## src/rtl/cdad_pkg.sv

```systemverilog
// Shared types, constants and the month-length function of the date adder.
package cdad_pkg;

  localparam int unsigned MonthsPerYear = 12;
  localparam int unsigned YearMin       = 1;
  localparam int unsigned YearMax       = 9999;

  // Lengths of January through December in a common year.
  localparam logic [4:0] MonthDays [MonthsPerYear] = '{
    5'd31, 5'd28, 5'd31, 5'd30, 5'd31, 5'd30,
    5'd31, 5'd31, 5'd30, 5'd31, 5'd30, 5'd31
  };

  typedef enum logic [1:0] {
    ST_OK         = 2'd0,
    ST_BAD_DATE   = 2'd1,
    ST_YEAR_RANGE = 2'd2
  } status_e;

  typedef enum logic {
    B_IDLE,
    B_STEP
  } back_state_e;

  typedef struct packed {
    logic        [4:0]  start_day;
    logic        [3:0]  start_month;
    logic        [13:0] start_year;
    logic signed [15:0] delta_days;
  } in_t;

  typedef struct packed {
    logic [4:0]  result_day;
    logic [3:0]  result_month;
    logic [13:0] result_year;
    logic [1:0]  status;
  } out_t;

  // One classified item waiting for the stepper.
  typedef struct packed {
    logic               bad;
    logic signed [16:0] day;
    logic        [3:0]  month;
    logic signed [14:0] year;
  } job_t;

  // Month length; February gains a day when the year is divisible by four.
  function automatic logic [4:0] days_in_month(logic [3:0] month, logic leap);
    logic [4:0] len;
    if (month < 4'd1 || month > 4'(MonthsPerYear)) begin
      len = 5'd31;
    end else begin
      len = MonthDays[month - 4'd1];
      if (month == 4'd2 && leap) begin
        len = len + 5'd1;
      end
    end
    return len;
  endfunction

endpackage

```

## src/rtl/cdad_front.sv

```systemverilog
// Front end: checks the starting date and forms the initial day sum.
module cdad_front
  import cdad_pkg::*;
(
  input  in_t  req_i,
  output job_t job_o
);

  logic [4:0] start_len;
  logic       month_ok;
  logic       year_ok;
  logic       day_ok;

  assign start_len = days_in_month(req_i.start_month, req_i.start_year[1:0] == 2'd0);
  assign month_ok  = req_i.start_month >= 4'd1 && req_i.start_month <= 4'(MonthsPerYear);
  assign year_ok   = req_i.start_year >= 14'(YearMin) && req_i.start_year <= 14'(YearMax);
  assign day_ok    = req_i.start_day >= 5'd1 && req_i.start_day <= start_len;

  assign job_o.bad   = !(month_ok && year_ok && day_ok);
  assign job_o.day   = {req_i.delta_days[15], req_i.delta_days} + {12'd0, req_i.start_day};
  assign job_o.month = req_i.start_month;
  assign job_o.year  = {1'b0, req_i.start_year};

endmodule

```

## src/rtl/cdad_fifo.sv

```systemverilog
// Small queue of classified items between the front end and the stepper.
module cdad_fifo
  import cdad_pkg::*;
#(
  parameter int unsigned Depth = 2
) (
  input  logic clk_i,
  input  logic rst_ni,
  input  logic push_i,
  input  job_t data_i,
  input  logic pop_i,
  output job_t data_o,
  output logic full_o,
  output logic empty_o
);

  localparam int unsigned PtrW = (Depth > 1) ? $clog2(Depth) : 1;
  localparam int unsigned CntW = $clog2(Depth + 1);

  job_t            mem_q [Depth];
  logic [PtrW-1:0] wr_ptr_q, wr_ptr_d;
  logic [PtrW-1:0] rd_ptr_q, rd_ptr_d;
  logic [CntW-1:0] count_q, count_d;
  logic            do_push;
  logic            do_pop;

  assign full_o  = count_q == CntW'(Depth);
  assign empty_o = count_q == '0;
  assign do_push = push_i && !full_o;
  assign do_pop  = pop_i && !empty_o;
  assign data_o  = mem_q[rd_ptr_q];

  always_comb begin
    wr_ptr_d = wr_ptr_q;
    rd_ptr_d = rd_ptr_q;
    count_d  = count_q;
    if (do_push) begin
      wr_ptr_d = (wr_ptr_q == PtrW'(Depth - 1)) ? '0 : wr_ptr_q + PtrW'(1);
    end
    if (do_pop) begin
      rd_ptr_d = (rd_ptr_q == PtrW'(Depth - 1)) ? '0 : rd_ptr_q + PtrW'(1);
    end
    if (do_push && !do_pop) begin
      count_d = count_q + CntW'(1);
    end else if (do_pop && !do_push) begin
      count_d = count_q - CntW'(1);
    end
  end

  always_ff @(posedge clk_i or negedge rst_ni) begin
    if (!rst_ni) begin
      wr_ptr_q <= '0;
      rd_ptr_q <= '0;
      count_q  <= '0;
    end else begin
      wr_ptr_q <= wr_ptr_d;
      rd_ptr_q <= rd_ptr_d;
      count_q  <= count_d;
    end
  end

  always_ff @(posedge clk_i) begin
    if (do_push) begin
      mem_q[wr_ptr_q] <= data_i;
    end
  end

endmodule

```

## src/rtl/cdad_back.sv

```systemverilog
// Back end: walks the date one month per cycle and registers the result.
module cdad_back
  import cdad_pkg::*;
(
  input  logic clk_i,
  input  logic rst_ni,
  input  logic empty_i,
  input  job_t job_i,
  output logic pop_o,
  output logic done_o,
  output out_t res_o
);

  back_state_e        state_q, state_d;
  logic signed [16:0] day_q, day_d;
  logic        [3:0]  month_q, month_d;
  logic signed [14:0] year_q, year_d;
  logic               done_q;
  out_t               res_q, res_d;
  logic               emit;

  logic        [4:0]  cur_len;
  logic        [4:0]  prev_len;
  logic        [3:0]  prev_month;
  logic signed [14:0] prev_year;
  logic               go_fwd;
  logic               go_back;
  logic               year_ok;

  assign cur_len    = days_in_month(month_q, year_q[1:0] == 2'd0);
  assign prev_month = (month_q == 4'd1) ? 4'(MonthsPerYear) : month_q - 4'd1;
  assign prev_year  = (month_q == 4'd1) ? year_q - 15'sd1 : year_q;
  assign prev_len   = days_in_month(prev_month, prev_year[1:0] == 2'd0);
  assign go_fwd     = day_q > $signed({12'd0, cur_len});
  assign go_back    = day_q < 17'sd1;
  assign year_ok    = year_q >= 15'sd1 && year_q <= $signed(15'(YearMax));

  // Next state.
  always_comb begin
    state_d = state_q;
    unique case (state_q)
      B_IDLE: begin
        if (!empty_i && !job_i.bad) begin
          state_d = B_STEP;
        end
      end
      B_STEP: begin
        if (!go_fwd && !go_back) begin
          state_d = B_IDLE;
        end
      end
      default: state_d = B_IDLE;
    endcase
  end

  // Datapath and result formation.
  always_comb begin
    pop_o   = 1'b0;
    emit    = 1'b0;
    day_d   = day_q;
    month_d = month_q;
    year_d  = year_q;
    res_d   = res_q;
    unique case (state_q)
      B_IDLE: begin
        if (!empty_i) begin
          pop_o   = 1'b1;
          day_d   = job_i.day;
          month_d = job_i.month;
          year_d  = job_i.year;
          if (job_i.bad) begin
            emit  = 1'b1;
            res_d = '{result_day: '0, result_month: '0, result_year: '0,
                      status: ST_BAD_DATE};
          end
        end
      end
      B_STEP: begin
        priority if (go_fwd) begin
          day_d = day_q - {12'd0, cur_len};
          if (month_q == 4'(MonthsPerYear)) begin
            month_d = 4'd1;
            year_d  = year_q + 15'sd1;
          end else begin
            month_d = month_q + 4'd1;
          end
        end else if (go_back) begin
          // Move into the previous month first, then add its length.
          month_d = prev_month;
          year_d  = prev_year;
          day_d   = day_q + {12'd0, prev_len};
        end else begin
          emit = 1'b1;
          if (year_ok) begin
            res_d = '{result_day: day_q[4:0], result_month: month_q,
                      result_year: year_q[13:0], status: ST_OK};
          end else begin
            res_d = '{result_day: '0, result_month: '0, result_year: '0,
                      status: ST_YEAR_RANGE};
          end
        end
      end
      default: begin
        emit = 1'b0;
      end
    endcase
  end

  always_ff @(posedge clk_i or negedge rst_ni) begin
    if (!rst_ni) begin
      state_q <= B_IDLE;
      done_q  <= 1'b0;
    end else begin
      state_q <= state_d;
      done_q  <= emit;
    end
  end

  always_ff @(posedge clk_i) begin
    day_q   <= day_d;
    month_q <= month_d;
    year_q  <= year_d;
    res_q   <= res_d;
  end

  assign done_o = done_q;
  assign res_o  = res_q;

endmodule

```

## src/rtl/calendar_date_add_days.sv

```systemverilog
// Top level of the date adder: front end, item queue and month stepper.
//
// Usage: present a date and a signed day offset on req_i and raise start.
// The item is transferred at a rising edge where start is high and busy is
// low; busy is high only while the item queue is full. Each item yields one
// result on res_o, shown for exactly one cycle while done_o is high. The
// receiver cannot stall, so results must be captured in that cycle.
// An invalid start date is flagged by the front end; its error result is
// registered once the stepper pops it from the queue. A valid one is
// popped, then walked across each month boundary it crosses (up to about
// 1080 for an offset of 32767 days) before its result is registered; any
// item may also wait in the queue first. The stepper advances one month
// per cycle and works on one item at a time; an invalid item skips stepping.
// Reset (rst_ni low) empties the queue and returns the stepper to idle;
// no item in flight survives it.
module calendar_date_add_days_core
  import cdad_pkg::*;
#(
  parameter int unsigned QUEUE_DEPTH = 2
) (
  input  logic clk_i,
  input  logic rst_ni,
  input  logic start,
  input  in_t  req_i,
  output logic busy,
  output logic done_o,
  output out_t res_o
);

  job_t front_job;
  job_t queue_job;
  logic q_full;
  logic q_empty;
  logic q_pop;
  logic push;

  assign busy = q_full;
  assign push = start && !q_full;

  cdad_front u_front (
    .req_i (req_i),
    .job_o (front_job)
  );

  cdad_fifo #(
    .Depth (QUEUE_DEPTH)
  ) u_fifo (
    .clk_i   (clk_i),
    .rst_ni  (rst_ni),
    .push_i  (push),
    .data_i  (front_job),
    .pop_i   (q_pop),
    .data_o  (queue_job),
    .full_o  (q_full),
    .empty_o (q_empty)
  );

  cdad_back u_back (
    .clk_i   (clk_i),
    .rst_ni  (rst_ni),
    .empty_i (q_empty),
    .job_i   (queue_job),
    .pop_o   (q_pop),
    .done_o  (done_o),
    .res_o   (res_o)
  );

`ifndef NO_ASSERTIONS
  // A transferred item must be visible in the queue on the next cycle.
  a_push_lands: assert property (@(posedge clk_i) disable iff (!rst_ni)
    push |=> !q_empty)
    else $error("transferred item missing from queue");

  // Error results carry an all-zero date.
  a_err_zero: assert property (@(posedge clk_i) disable iff (!rst_ni)
    (done_o && res_o.status != ST_OK) |->
      (res_o.result_day == '0 && res_o.result_month == '0 && res_o.result_year == '0))
    else $error("error result with nonzero date");

  // The stepper never pops from an empty queue.
  a_pop_nonempty: assert property (@(posedge clk_i) disable iff (!rst_ni)
    q_pop |-> !q_empty)
    else $error("pop from empty queue");
`endif

endmodule
```

## config.mk

```make
export PLATFORM = sky130hd
export DESIGN_NAME = calendar_date_add_days_core
export DESIGN_NICKNAME = d
export VERILOG_FILES = /design/src/rtl/cdad_pkg.sv /design/src/rtl/cdad_front.sv /design/src/rtl/cdad_fifo.sv /design/src/rtl/cdad_back.sv /design/src/rtl/calendar_date_add_days.sv
export SDC_FILE = /design/constraint.sdc
export NUM_CORES = 1
export LEC_CHECK = 0
export ABC_CLOCK_PERIOD_IN_PS = 12300
export BUFFER_PORTS_ARGS = -buffer_cell sky130_fd_sc_hd__clkbuf_2
export CORE_MARGIN = 1
export CORE_UTILIZATION = 60
export DETAILED_ROUTE_END_ITERATION = 12
export PLACE_DENSITY = 0.82
export SYNTH_ARGS = -nofsm -noshare
export SYNTH_HDL_FRONTEND = slang
export SYNTH_SLANG_ARGS = --single-unit
```

## constraint.sdc

```tcl
create_clock -name clk_i -period 12.3 [get_ports clk_i]
set_input_delay 0.615 -clock clk_i [delete_from_list [all_inputs] [get_ports clk_i]]
set_output_delay 0.615 -clock clk_i [all_outputs]
set_load 0.05 [all_outputs]
```

Yosys cells after proc, flatten, opt, wreduce, memory -nomap -nowiden:

Memory sizes are Yosys's and may differ from the RTL's.
Index checks and enable logic that the tools add are counted.

* add/subtract/negate cells: 16
* order comparisons: 19
* eq/ne operators: 13
* muxes and demuxes: 50
* bitwise gates (word level): 4
* reduce and logical (&&, ||, !) cells: 36

Operator list (count)
* $mux 25: 5
* $mux 15: 5
* $mux 5: 12
* $mux 17: 3
* $pmux 25 s2: 1
* $pmux 17 s2: 1
* $pmux 15 s2: 1
* $mux 4: 5
* $add 16x6->17: 1
* $add 17x5->17: 1
* $gt 17x6->1: 1
* $lt 17x2->1 const B: 1
* $sub 17x5->17: 1
* $logic_and 1x1->1: 16
* $add 15x2->15 const B: 1
* $add 5x1->5 const B: 3
* $ge 15x2->1 const B: 1
* $ge 5x5->1 const B: 3
* $le 15x15->1 const B: 1
* $not 4->5: 3
* $sub 15x2->15 const B: 1
* $ge 14x1->1 const B: 1
* $le 14x14->1 const B: 1
* $eq 4x2->1 const B: 3
* other kinds (29): 66

* register bits: 67
* memory bits (writable): 72
* ROM bits: 240
* output and inout port bits: 27
* logic and storage cells: 155
* memories: 4

Memories
* (name not given): depth 16, bits a word 5, read ports 1, clocked after memory_dff 0, wr ports 0, line cdad_pkg.sv:53 `len = MonthDays[month - 4'd1];`
* (name not given): depth 16, bits a word 5, read ports 1, clocked after memory_dff 0, wr ports 0, line cdad_pkg.sv:53
* (name not given): depth 16, bits a word 5, read ports 1, clocked after memory_dff 0, wr ports 0, line cdad_pkg.sv:53
* u_fifo.mem_q: depth 2, bits a word 36, read ports 1, clocked after memory_dff 0, wr ports 1, line cdad_fifo.sv:20 `job_t mem_q [Depth];`

Longest topological paths before layout:

* word-level depth: 14
* gate-level depth with buffers: 31
* mapped depth without buffers: 29

Modules after synthesis:

From an unflattened synthesis, not the netlist that was laid out.

* cells, all modules: 776
* area total of the unflattened synthesis: 8674.6 µm²

By module, submodules not included
* cdad_back: times used 1, cells each 531, area each 4892.2 µm², sequential area each 1881.8 µm²
* cdad_fifo: times used 1, cells each 134, area each 2949.1 µm², sequential area each 2322.2 µm²
* cdad_front: times used 1, cells each 110, area each 819.5 µm², sequential area each 0.0 µm²
* calendar_date_add_days_core: times used 1, cells each 1, area each 13.8 µm², sequential area each 0.0 µm²

Worst setup path after synthesis:

OpenSTA, ideal clock, no wires.

* path type: flip-flop to flip-flop
* from: register u_back.month_q[0]
* to: register u_back.day_q[13], data pin
* arrival: 5859 ps
* required time: 12032 ps
* path slack: 6173 ps
* stages on the path, launching flop included: 32
* period minus slack after synthesis: 6127 ps
* cells stage by stage: edfxtp_1 -> clkbuf_1 -> inv_1 -> ha_1 -> xor2_1 -> nand2_1 -> o21ai_0 -> a22o_1 -> inv_1 -> ha_1 -> mux2i_1 -> nand2_1 -> inv_1 -> ha_1 -> nor2b_1 -> o2111a_1 -> o21ai_2 -> a31o_2 -> buf_2 -> buf_1 -> nor2_1 -> a21oi_1 -> ha_1 -> a211o_1 -> o211ai_1 -> a21oi_1 -> a31o_2 -> a211oi_1 -> nor2_1 -> a21o_1 -> a211oi_1 -> o31ai_1

* longest elaborated chain between the ends: 14
* elaborated cells between the ends (all ways): 36
* those cells by class: 6 x add/sub; 5 x order compare; 3 x eq/ne; 13 x mux; 2 x bitwise; 5 x reduce/logical; 2 x memory

Ends and longest elaborated chain
* start: declaration: line cdad_back.sv:16 `logic [3:0] month_q, month_d;`
* start signal: assignment: line cdad_back.sv:121 `month_q <= month_d;`
* $sub 4x1->4 / $eq 4x1->1 (equally long branches): line cdad_pkg.sv:53, cdad_back.sv:31, cdad_back.sv:32
* $mux 4: line cdad_back.sv:31 `assign prev_month = (month_q == 4'd1) ? 4'(MonthsPerYear) : month_q - 4'd1;`
* $sub 4x1->4: line cdad_pkg.sv:53
* $not 4->5 (not written as such): line cdad_pkg.sv:53
* $mem_v2 16x5
* $mux 5 (not written as such) (2 in a row): line cdad_pkg.sv:53
* $add 5x1->5: line cdad_pkg.sv:55 `len = len + 5'd1;`
* $mux 5: line cdad_pkg.sv:54 `if (month == 4'd2 && leap) begin`
* $mux 5: line cdad_pkg.sv:50 `if (month < 4'd1 || month > 4'(MonthsPerYear)) begin`
* $add 17x5->17: line cdad_back.sv:91 `day_d = day_q + {12'd0, prev_len};`
* $mux 17: line cdad_back.sv:87 `end else if (go_back) begin`
* $mux 17 *: line cdad_back.sv:79 `priority if (go_fwd) begin`
* $pmux 17 s2 *: line cdad_back.sv:64 `unique case (state_q)`
* via u_back.day_d[13]: line cdad_back.sv:15 `logic signed [16:0] day_q, day_d;`
* end signal: assignment: line cdad_back.sv:120 `day_q <= day_d;`
* end: declaration: line cdad_back.sv:15

The timed path passes the listed nets; every way through them passes the cells marked *. The select of a mux whose other input is x is not followed.
A chain may end at the register's enable or synchronous reset.

Final worst setup path:

Same ends and word-level chain as after synthesis.

==> reports/results.ini <==
[pwr]
p_int_uw=1482
leakagePower_uw=0.003611
combPwrFrac_pct=46.8
swShare_pct=41.32
p_clk_share_pct=18.8
power.switching_uw=1044
vdd_drop_max_mv=0.1079
powerDensity_nw_per_um2=281.3
seq_power_share_pct=34.4

[cts]
cts-root-buf=clkbuf_16
clk_pin_slew_worst_paths_ns=0.06
cts_resized=0
insertion_delay_ns=0.42
cts_hold_buf=0
htreeDepth=4
postCtsSetupBuffers=0
cts_tree=done
clk_path_buf_depth=2
cts.sinks=139
cts_buffers=17

[setup_path]
cp_num_buf_inv=4
cp_slowest_cell=edfxtp_1
crit_path_max_incr_delay_ns=0.64
worstSetupPathType=reg2reg
cp-start-kind=register
worstSetupEndpointType=register
required_ns=12.45
crit_family=compound AO/OA/AOI/OAI gates
arrival_ns=6.98
cp_common_cell=ha_1
crit_fanout=24

[synthesis]
synth_area_per_cell_um2=11.10
synth.distinct_cells=61
syn-cell-area_um2=7961
synth_top_area_share_pct=50.17
synthTopCellsByArea=edfxtp_1, ha_1, mux2i_1
yosysWarnings=0
synth_edf_count=133
synth_nets=806
yosysSeqAreaShare_pct=52.05
synthArstFlopShare_pct=4.317
synth-seq-cells=139
synth_top_cell_by_area=edfxtp_1
syn_inst=717
synth_ff_type=edfxtp_1

[layout]
diodes=0
fin_cells=960
nets=864
syn2layout_area_growth_pct=12.82
postLayoutCoreUtil_pct=70.32
design_area_um2=8982
drive_above_1_share_pct=15.61

[grt]
grt_max_degree=87
grt_antenna_before_repair=0
track_usage_pct=26.74
first_global_vias=5685
grt_overflow=0
grt_pass1_wl_um=27610

[floorplanning]
die_h_um=117.2
die_w_um=117.2
num_rows=41
initial_utilization_pct=62.33
io_pins=69
core_um2=12770
dieArea_um2=13730

[timing]
rsz0062_at_grt=false
tns_ns=0
final-hold-violation-count=0
finClkSkew_ns=0.007717
fin_ws_ns=5.469
fmax_mhz=146.4
tightest_slew_ns=0.9939
period_needed_ns=6.831
report.final.slew_viol_count=0
setup_viol=0
period_share_pct=55.54
slew_headroom_pct=33.74

[placed_design]
dp_cells=928
dpl.hpwl_um=11730
post-place-ws_ns=5.591
place_area_um2=8433
io_buffers=68
gp_congestion=0.9040

[routing]
drtIter0Drc=584
drc=0
routed_via_density=6.153
wl_um=17010
dr.pass1.iters=5
routedWlPerCell_um=17.72
ant_nets=0
vias=5907

[flow_run]
cap_viol_max_count=0

[min_path]
hp-class=in2async

[run_status]
status=completed

## per-layer routing
metal | GRT usage [%] | wire length (µm) | vias up
met5 | 0 | 0 | -
met4 | 9.958 | 280 | 0
met3 | 5.407 | 1200 | 28
met2 | 41.49 | 7894 | 243
met1 | 37.40 | 7633 | 2817
li1 | - | - | 2819
## per-stage QoR
| step | total power [µW] | hold slack, ns |
|---|---|---|
| after floorplan | 1751 | 0.3194 |
| after global placement | 1957 | 0.4510 |
| after detailed placement | 2026 | 0.4582 |
| after CTS | 2511 | 0.009610 |
| after global routing | 2689 | 0.02009 |
| final | 2526 | 0.01601 |
## cell type report
type                    instances  area (µm²)
fillers                       900        3791
clock buffers                  18       429.2
multi-input cells             511        3562
flip-flops and latches        139        4146
well taps                     172       215.2
repair buffers                 75       392.9
clock inverters                14       120.1
inverters                      31       116.4
## flip-flops by register name (all words and copies together), names as in the netlist
signal and flops:
u_back.day_q 17, u_back.res_o 25, u_back.state_q 1, u_back.year_q 15, u_back.month_q 4, u_fifo.rd_ptr_q 1, u_back.done_o 1, u_fifo.mem_q 72
u_fifo.count_q 2, u_fifo.wr_ptr_q 1
## worst register-to-register path: cells and delay by family (launching register included)
kind	cells	cell delay (ns)
AO/OA/AOI/OAI	14	3.09
adder cells (fa/ha/maj)	4	1.17
flip-flops	1	0.64
XOR/XNOR	1	0.32
buffers and inverters	4	0.60
AND/OR/NAND/NOR	5	0.61
multiplexers	1	0.13
## power groups by stage
stage / combinational (µW) / clock [µW] / sequential (µW)
CTS: 1170 / 479 / 864
detailed placement: 1150 / 0 / 872
finish: 1180 / 475 / 868
global placement: 1100 / 0 / 860
global route: 1310 / 497 / 884
floorplan: 895 / 0 / 855
## kinds of logic after synthesis
logic type | count (synthesis) | share of synthesized area [%]
adders and majority gates | 49 | 7.827
AOI/OAI and AO/OA | 173 | 14.19
xor gates and xnor gates | 45 | 4.951
buffers and inverters | 67 | 3.237
DFF | 139 | 52.05
and+or+nand+nor | 211 | 13.42
muxes | 33 | 4.322
## Yosys cell counts, drive strengths merged (3+ instances only)
cell type	instances
xor2	15
inv	31
nand2	52
a21oi	34
xnor2	30
a21o	7
nor3	8
clkbuf	25
nand3	22
o221ai	4
buf	11
and2	6
a31oi	8
o211ai	10
nor2	43
a22oi	5
and3	31
or3	7
o21bai	3
or2	3
a211oi	14
ha	45
mux2i	31
a311oi	3
o21ai	54
nor2b	10
o21a	7
dfrtp	6
o22ai	5
edfxtp	133
nand2b	5
nand4	10
nor4	9
## final timing paths
kind | startpoint | to | slack, ns | cells after the start
max | u_back.month_q[0]$_DFFE_PP_ | u_back.day_q[13]$_DFFE_PP_ | 5.47 | 29
min | rst_ni | u_fifo.count_q[0]$_DFFE_PN0P_ | 0.02 | 1
max reg2reg | u_back.month_q[0]$_DFFE_PP_ | u_back.day_q[13]$_DFFE_PP_ | 5.47 | 29
min reg2reg | u_fifo.wr_ptr_q$_DFFE_PN0P_ | u_fifo.wr_ptr_q$_DFFE_PN0P_ | 0.53 | 1
max in group asynchronous | rst_ni | u_back.state_q$_DFF_PN0_ | 12.11 | 1
min in group clk_i | req_i[20] | u_fifo.mem_q[1][4]$_DFFE_PP_ | 0.40 | 1
## cells in the final DEF (no fill, tap or decap), drive strengths merged, types with 7 or more instances in the layout
cell type	Yosys	final
and3	31	31
o21a	7	7
xor2	15	15
o21ai	54	54
nand4	10	10
ha	45	45
inv	31	35
o211ai	10	10
nand2	52	52
nand3	22	22
a31oi	8	8
nor3	8	8
a21o	7	7
edfxtp	133	133
nor2b	10	10
a211oi	14	14
nor2	43	43
mux2i	31	31
clkbuf	25	86
nor4	9	9
or3	7	7
buf	11	7
xnor2	30	30
a21oi	34	34
Note: power is estimated with default switching activity, not from simulation.
